File: config.mk
export PLATFORM = sky130hd
export DESIGN_NAME = imu_frame_decoder
export DESIGN_NICKNAME = d
export VERILOG_FILES = /design/src/rtl/core/ifd_pkg.sv /design/src/rtl/core/ifd_front.sv /design/src/rtl/core/ifd_queue.sv /design/src/rtl/core/ifd_back.sv /design/src/rtl/core/imu_frame_decoder.sv
export SDC_FILE = /design/constraint.sdc
export NUM_CORES = 2
export LEC_CHECK = 0
export BUFFER_PORTS_ARGS = -buffer_cell sky130_fd_sc_hd__buf_2
export CORE_MARGIN = 2
export CORE_UTILIZATION = 61
export CTS_CLUSTER_DIAMETER = 30
export DETAILED_ROUTE_END_ITERATION = 7
export GPL_ROUTABILITY_DRIVEN = 0
export PLACE_DENSITY = 0.85
export SYNTH_ARGS = -nofsm -noshare
export SYNTH_HDL_FRONTEND = slang
export SYNTH_SLANG_ARGS = --single-unit
File: constraint.sdc
create_clock -name clk -period 9.95 [get_ports clk]
set_clock_uncertainty 0.15 [all_clocks]
set_input_delay 0 -clock clk [delete_from_list [all_inputs] [get_ports clk]]
set_output_delay 0 -clock clk [all_outputs]
set_load 0.02 [all_outputs]
File: src/rtl/core/ifd_pkg.sv
package ifd_pkg;

  localparam int BYTE_W   = 8;
  localparam int CNT_W    = 4;
  localparam int FS_W     = 12;
  localparam int RAW_W    = 16;
  localparam int AXIS_W   = 28;
  localparam int KIND_W   = 2;
  localparam int CFG_IDX_W = 8;
  localparam int DATA_BYTES = 7;

  localparam logic [BYTE_W-1:0] HDR_BYTE   = 8'h55;
  localparam logic [BYTE_W-1:0] TYPE_ACCEL = 8'h51;
  localparam logic [BYTE_W-1:0] TYPE_RATE  = 8'h52;
  localparam logic [BYTE_W-1:0] TYPE_ANGLE = 8'h53;

  localparam logic [CFG_IDX_W-1:0] REG_ACCEL_FS = 8'd0;
  localparam logic [CFG_IDX_W-1:0] REG_RATE_FS  = 8'd1;
  localparam logic [CFG_IDX_W-1:0] REG_ANGLE_FS = 8'd2;

  localparam logic [FS_W-1:0] ACCEL_FS_RESET = 12'd16;
  localparam logic [FS_W-1:0] RATE_FS_RESET  = 12'd2000;
  localparam logic [FS_W-1:0] ANGLE_FS_RESET = 12'd180;

  typedef enum logic [KIND_W-1:0] {
    KIND_ACCEL = 2'd0,
    KIND_RATE  = 2'd1,
    KIND_ANGLE = 2'd2
  } kind_t;

  // One decoded frame as it waits between the front and the back.
  typedef struct packed {
    kind_t                   kind;
    logic signed [RAW_W-1:0] raw_x;
    logic signed [RAW_W-1:0] raw_y;
    logic signed [RAW_W-1:0] raw_z;
  } frame_rec_t;

  typedef struct packed {
    logic full;
    logic empty;
  } q_stat_t;

  typedef struct packed {
    logic [FS_W-1:0] accel_fs;
    logic [FS_W-1:0] rate_fs;
    logic [FS_W-1:0] angle_fs;
  } fs_cfg_t;

endpackage

File: src/rtl/core/ifd_front.sv
module ifd_front import ifd_pkg::*; #(
  parameter int FRAME_LEN = 11
) (
  input  logic              clk,
  input  logic              rst,
  input  logic              rx_valid,
  output logic              rx_ready,
  input  logic [BYTE_W-1:0] rx_byte,
  input  q_stat_t           q_stat,
  output logic              push,
  output frame_rec_t        push_rec
);

  localparam logic [CNT_W-1:0] LAST_CNT = CNT_W'(FRAME_LEN - 1);

  logic [CNT_W-1:0]  byte_count;
  logic [CNT_W-1:0]  byte_count_next;
  logic [BYTE_W-1:0] frame_bytes [DATA_BYTES];
  logic [BYTE_W-1:0] cur_bytes   [DATA_BYTES];
  logic              accept;
  logic              in_frame;
  logic              last_byte;
  logic              store_en;
  logic [2:0]        store_idx;
  logic              type_ok;
  kind_t             kind;

  assign in_frame  = (byte_count != '0);
  assign last_byte = in_frame && (byte_count == LAST_CNT);
  // Only the beat that closes a frame needs room in the queue.
  assign rx_ready  = !(last_byte && q_stat.full);
  assign accept    = rx_valid && rx_ready;
  assign store_en  = in_frame && (byte_count <= CNT_W'(DATA_BYTES));
  assign store_idx = byte_count[2:0] - 3'd1;

  // Frame bytes as they stand after this beat, so a short frame can decode
  // on the same beat that writes its last data byte.
  always_comb begin
    for (int i = 0; i < DATA_BYTES; i++) begin
      cur_bytes[i] = (store_en && (store_idx == 3'(i))) ? rx_byte : frame_bytes[i];
    end
  end

  always_comb begin
    type_ok = 1'b1;
    kind    = KIND_ACCEL;
    unique case (cur_bytes[0])
      TYPE_ACCEL: kind = KIND_ACCEL;
      TYPE_RATE:  kind = KIND_RATE;
      TYPE_ANGLE: kind = KIND_ANGLE;
      default:    type_ok = 1'b0;
    endcase
  end

  always_comb begin
    byte_count_next = byte_count;
    if (!in_frame) begin
      if (rx_byte == HDR_BYTE) begin
        byte_count_next = CNT_W'(1);
      end
    end else if (last_byte) begin
      byte_count_next = '0;
    end else begin
      byte_count_next = byte_count + CNT_W'(1);
    end
  end

  assign push           = accept && last_byte && type_ok;
  assign push_rec.kind  = kind;
  assign push_rec.raw_x = $signed({cur_bytes[2], cur_bytes[1]});
  assign push_rec.raw_y = $signed({cur_bytes[4], cur_bytes[3]});
  assign push_rec.raw_z = $signed({cur_bytes[6], cur_bytes[5]});

  always_ff @(posedge clk) begin
    if (rst) begin
      byte_count <= '0;
    end else if (accept) begin
      byte_count <= byte_count_next;
    end
  end

  always_ff @(posedge clk) begin
    if (accept && store_en) begin
      frame_bytes[store_idx] <= rx_byte;
    end
  end

  a_count_range: assert property (@(posedge clk) disable iff (rst)
    byte_count < CNT_W'(FRAME_LEN))
    else $error("frame byte count ran past the frame length");

endmodule

File: src/rtl/core/ifd_queue.sv
module ifd_queue import ifd_pkg::*; (
  input  logic       clk,
  input  logic       rst,
  input  logic       push,
  input  frame_rec_t push_rec,
  input  logic       pop,
  output frame_rec_t pop_rec,
  output q_stat_t    q_stat
);

  localparam int Q_DEPTH = 2;

  frame_rec_t  entries [Q_DEPTH];
  logic        wr_ptr;
  logic        rd_ptr;
  logic [1:0]  count;

  assign q_stat.full  = (count == 2'(Q_DEPTH));
  assign q_stat.empty = (count == 2'd0);
  assign pop_rec      = entries[rd_ptr];

  always_ff @(posedge clk) begin
    if (rst) begin
      wr_ptr <= 1'b0;
      rd_ptr <= 1'b0;
      count  <= 2'd0;
    end else begin
      if (push) begin
        wr_ptr <= ~wr_ptr;
      end
      if (pop) begin
        rd_ptr <= ~rd_ptr;
      end
      if (push && !pop) begin
        count <= count + 2'd1;
      end else if (pop && !push) begin
        count <= count - 2'd1;
      end
    end
  end

  always_ff @(posedge clk) begin
    if (push) begin
      entries[wr_ptr] <= push_rec;
    end
  end

  a_no_overflow: assert property (@(posedge clk) disable iff (rst)
    !(push && q_stat.full))
    else $error("frame queue written while full");

  a_no_underflow: assert property (@(posedge clk) disable iff (rst)
    !(pop && q_stat.empty))
    else $error("frame queue read while empty");

endmodule

File: src/rtl/core/ifd_back.sv
module ifd_back import ifd_pkg::*; (
  input  logic                     clk,
  input  logic                     rst,
  input  fs_cfg_t                  cfg,
  input  q_stat_t                  q_stat,
  input  frame_rec_t               pop_rec,
  output logic                     pop,
  output logic                     sample_valid,
  input  logic                     sample_ready,
  output logic [KIND_W-1:0]        sample_kind,
  output logic signed [AXIS_W-1:0] axis_x,
  output logic signed [AXIS_W-1:0] axis_y,
  output logic signed [AXIS_W-1:0] axis_z
);

  logic [FS_W-1:0]          fs_sel;
  logic signed [FS_W:0]     fs_s;
  logic signed [AXIS_W:0]   prod_x;
  logic signed [AXIS_W:0]   prod_y;
  logic signed [AXIS_W:0]   prod_z;

  assign pop = !q_stat.empty && (!sample_valid || sample_ready);

  always_comb begin
    unique case (pop_rec.kind)
      KIND_ACCEL: fs_sel = cfg.accel_fs;
      KIND_RATE:  fs_sel = cfg.rate_fs;
      KIND_ANGLE: fs_sel = cfg.angle_fs;
      default:    fs_sel = '0;
    endcase
  end

  assign fs_s   = $signed({1'b0, fs_sel});
  assign prod_x = pop_rec.raw_x * fs_s;
  assign prod_y = pop_rec.raw_y * fs_s;
  assign prod_z = pop_rec.raw_z * fs_s;

  always_ff @(posedge clk) begin
    if (rst) begin
      sample_valid <= 1'b0;
    end else if (pop) begin
      sample_valid <= 1'b1;
    end else if (sample_ready) begin
      sample_valid <= 1'b0;
    end
  end

  // The product of a 16-bit raw value and a 12-bit full scale always fits 28 bits.
  always_ff @(posedge clk) begin
    if (pop) begin
      sample_kind <= pop_rec.kind;
      axis_x      <= prod_x[AXIS_W-1:0];
      axis_y      <= prod_y[AXIS_W-1:0];
      axis_z      <= prod_z[AXIS_W-1:0];
    end
  end

  a_pop_shows: assert property (@(posedge clk) disable iff (rst)
    pop |=> sample_valid)
    else $error("dequeued frame did not reach the output register");

endmodule

File: src/rtl/core/imu_frame_decoder.sv
// Serial IMU frame decoder. One received byte is taken per beat on rx, at up
// to one beat per clock. Bytes outside a frame are dropped until the 0x55
// header; the frame closes on its FRAME_LEN-th byte, header included, and a
// frame of type 0x51, 0x52 or 0x53 yields one sample beat with the three
// axis values multiplied by the matching full-scale register (Q.15, value /
// 32768). The trailing bytes and the checksum are not checked. Closed frames
// wait in a two-entry queue ahead of the multiply stage, which registers a
// queued frame once the output register is free; rx stalls only when the
// closing byte of a frame arrives while that queue is full. The user must
// write the full-scale registers through cfg_we/cfg_index/cfg_data only
// while idle (the block does not enforce it); indexes above 2 are ignored.
module imu_frame_decoder import ifd_pkg::*; #(
  parameter int FRAME_LEN = 11
) (
  input  logic                     clk,
  input  logic                     rst,
  input  logic                     rx_valid,
  output logic                     rx_ready,
  input  logic [BYTE_W-1:0]        rx_byte,
  output logic                     sample_valid,
  input  logic                     sample_ready,
  output logic [KIND_W-1:0]        sample_kind,
  output logic signed [AXIS_W-1:0] axis_x,
  output logic signed [AXIS_W-1:0] axis_y,
  output logic signed [AXIS_W-1:0] axis_z,
  input  logic                     cfg_we,
  input  logic [CFG_IDX_W-1:0]     cfg_index,
  input  logic [FS_W-1:0]          cfg_data
);

  fs_cfg_t    cfg;
  q_stat_t    q_stat;
  logic       push;
  logic       pop;
  frame_rec_t push_rec;
  frame_rec_t pop_rec;

  always_ff @(posedge clk) begin
    if (rst) begin
      cfg.accel_fs <= ACCEL_FS_RESET;
      cfg.rate_fs  <= RATE_FS_RESET;
      cfg.angle_fs <= ANGLE_FS_RESET;
    end else if (cfg_we) begin
      if (cfg_index == REG_ACCEL_FS) begin
        cfg.accel_fs <= cfg_data;
      end
      if (cfg_index == REG_RATE_FS) begin
        cfg.rate_fs <= cfg_data;
      end
      if (cfg_index == REG_ANGLE_FS) begin
        cfg.angle_fs <= cfg_data;
      end
    end
  end

  ifd_front #(
    .FRAME_LEN(FRAME_LEN)
  ) u_front (
    .clk      (clk),
    .rst      (rst),
    .rx_valid (rx_valid),
    .rx_ready (rx_ready),
    .rx_byte  (rx_byte),
    .q_stat   (q_stat),
    .push     (push),
    .push_rec (push_rec)
  );

  ifd_queue u_queue (
    .clk      (clk),
    .rst      (rst),
    .push     (push),
    .push_rec (push_rec),
    .pop      (pop),
    .pop_rec  (pop_rec),
    .q_stat   (q_stat)
  );

  ifd_back u_back (
    .clk          (clk),
    .rst          (rst),
    .cfg          (cfg),
    .q_stat       (q_stat),
    .pop_rec      (pop_rec),
    .pop          (pop),
    .sample_valid (sample_valid),
    .sample_ready (sample_ready),
    .sample_kind  (sample_kind),
    .axis_x       (axis_x),
    .axis_y       (axis_y),
    .axis_z       (axis_z)
  );

endmodule
==> results.ini <==
[status]
outcome=completed

[detailed_routing]
met1_length_um=27400
drt-initial-drc-count=2261
wl_per_cell_um=19.0
drc=0
drtAntennaViolNets=0
met2WireLength_um=37600
wl_um=77700
avgViaCountPerCell=5.74
drtPass1Iterations=6
top_layer=met4
vias=23400
met3_length_um=7690

[timing]
fin_setup_tns_ps=0
hold_violations=0
setup_viol_count_final=0
whs_ps=63.6
layout_min_cycle_time_ps=8930
report.final.slew_viol_count=0
finalCritPeriodShare_pct=89.8
fmax_mhz=112
maxSlewHeadroom_pct=15.6
worstMarginPinSlew_ps=1260
rsz0062_at_grt=false

[cells_and_area]
area_growth_pct=12.1
layout-drive-gt1-share_pct=10.9
final_cell_mix=inv_1, fa_1, nor2_1
layout.nets=4109
mostFrequentLayoutCell=inv_1

[synth]
ys_types=63
ys_seq_area_share_pct=25.7
synth_nets=3950
async_reset_ff_share_pct=0
synth_cells=3193
synth-edff-count=242
syn-cell-area_mm2=0.0319
ys_warn_count=0
synth.top_cell.area_share_pct=33.0
syn_area_per_cell_um2=9.98
synth_seq_cells=288
synth_top_area_cell=fa_1
synth-main-ff-cell=edfxtp_1
yosys-top-cells-area=fa_1, edfxtp_1, inv_1

[critical_path]
critical_path.top_delay_family=adder cells
ff2ff_path_depth=24
reg2reg_slack_ps=1020
crit_arrival_ps=9130
crit_fanout=41
cp.required_ps=10150
crit_end=u_back.axis_z[27]
slowest_stage=dfxtp_4
endpoint_kind=flop
startpoint_type=flop
crit_cells=24
r2r-end=u_back.axis_z[27]
cpPeakStageDelay_ps=770
crit_top_cell=fa_1
crit_path_cell_trace=mux2_2 > and2_1 > nand2_1 > o21a_1 > buf_4 > nor2_1 > fa_1 > inv_1 > fa_1 > inv_1 > fa_1 > fa_1 > inv_1 > fa_1 > inv_1 > ha_1 > and4_1 > a211oi_1 > o21ai_0 > a311oi_2 > o21ai_0 > a211oi_1 > a21oi_1 > xnor2_1
critPathKind=flop to flop
critPathBufInv=5

[clock_tree]
cts.reportedPaths.clkPinSlew_ps=50
insertion_delay_ps=630
numCtsBuffers=55
cts.htree.levels=2
clock-sinks=288
clockBufferDepth=3
cts_root_buf=clkbuf_16
cts_tree=yes

[run]
drv_cap=0

[global_route]
grt_max_degree=57
grt_pass1_vias=25500
grt_pass1_wl_um=128000
grtUsageTotal_pct=30.4
antenna_found_initial=3
overflow=0

[floorplanning]
die_w_um=233
ios=121
std_cell_rows=83
design.core.area_mm2=0.0515
initial_core_util_pct=61.9
dieArea_mm2=0.0541
die_h_um=233

[min_path]
whs_path_depth=4
holdCritPathClass=primary input to flop

[power_and_ir_drop]
irDropWorstVdd_mv=0.110
leakage_nw=17.1
power_mw=3.30
powerDensity_mw_per_mm2=92.5

[placement]
io_buffers=120
dp_hpwl_um=54300

worst min-delay path by stage:
stage / startpoint / end / slack (ps)
after floorplan: rx_byte[0] / u_front.frame_bytes[0][0] / -50
after global placement: cfg_data[4] / cfg[16] / 90
after detailed placement: cfg_data[8] / cfg[20] / 100
after CTS: cfg_index[5] / cfg[11] / 30
after global routing: cfg_data[5] / cfg[5] / 90
final: cfg_data[11] / cfg[11] / 60
synth_stat cells (6+ instances only):
library cell,instances
nor2_1,363
nand3_1,21
nand3b_1,8
nor2b_1,16
xnor2_1,62
nand2b_1,24
clkbuf_1,78
o21a_1,18
mux2i_1,65
a211o_1,7
nand2_1,357
o21ai_0,27
nand4_1,6
buf_1,9
o21ai_1,7
dfxtp_1,46
a211oi_1,8
ha_1,199
a21o_1,24
a21oi_1,76
inv_1,760
edfxtp_1,242
a31oi_1,7
nor3_1,29
o21bai_1,7
mux2_2,94
or2_2,12
fa_1,525
and3_1,10
xor2_1,19
layout make-up:
type / instances / area, µm²
antenna: 3 / 7.51
clock buffer: 59 / 1430
clock inverter: 42 / 533
fill: 3570 / 15800
inverter: 760 / 2860
multi-input combinational: 2055 / 20600
sequential: 288 / 8190
tap: 680 / 851
timing repair buffer: 192 / 1250
sequential cells by signal (all words and copies together), names as in the netlist, 2 cells and up, named ones only:
signal and flops:
cfg 36, u_back.axis_x 28, u_back.axis_y 28, u_back.axis_z 28
u_back.sample_kind 2, u_front.byte_count 4, u_front.frame_bytes 56, u_queue.count 2
u_queue.entries 100
what timing repair did:
item                      in CTS  in global routing
hold endpoints to repair     234                  0
buffers inserted               0                  0
resized for setup              0                  0
hold buffers                  45                  0
through the flow:
step	worst slack (ps)	area [µm²]	util [%]	std cells
2_1_floorplan	2780	31900	-	3193
3_3_place_gp	1480	33300	64.6	3930
3_5_place_dp	1280	33300	64.6	3930
4_1_cts	1240	35700	69.3	4076
5_1_grt	745	35700	69.4	4079
6_report	1020	35700	69.4	4079
worst reg2reg max path, cell delays in order, from the launching register on:
cell      delay [ps]
dfxtp_4          770
mux2_2           640
and2_1           460
nand2_1          210
o21a_1           660
buf_4            430
nor2_1           130
fa_1             570
inv_1             50
fa_1             470
inv_1             50
fa_1             480
fa_1             550
inv_1             50
fa_1             470
inv_1             40
ha_1             360
and4_1           220
a211oi_1         200
o21ai_0          240
a311oi_2         550
o21ai_0          280
a211oi_1         370
a21oi_1          130
xnor2_1          150
routing by layer:
| layer | vias up | GRT usage [%] |
|---|---|---|
| li1 | 10200 | - |
| met1 | 11500 | 36.8 |
| met2 | 1331 | 50.4 |
| met3 | 445 | 6.52 |
| met4 | 0 | 17.6 |
| met5 | - | 0 |
kinds of logic (layout without fill, tap and decap cells):
kind of cell / count (synthesis) / count (layout) / share of synthesized area, %
AOI/OAI and AO/OA: 219 / 219 / 4.55
DFF: 288 / 288 / 25.7
adders and majority gates: 724 / 724 / 40.8
other: 0 / 3 / 0
xor gates and xnor gates: 81 / 81 / 2.23
and+or+nand+nor: 872 / 872 / 11.4
buffers and inverters: 850 / 1053 / 10.0
muxes: 159 / 159 / 5.36
power by group:
| part | switching, mW | internal [mW] | total, mW |
|---|---|---|---|
| clock | 0.688 | 1.28 | 1.97 |
| combinational | 0.0227 | 0.0145 | 0.0373 |
| sequential | 0.000225 | 1.29 | 1.29 |
Power figures use the tool's default switching activity.
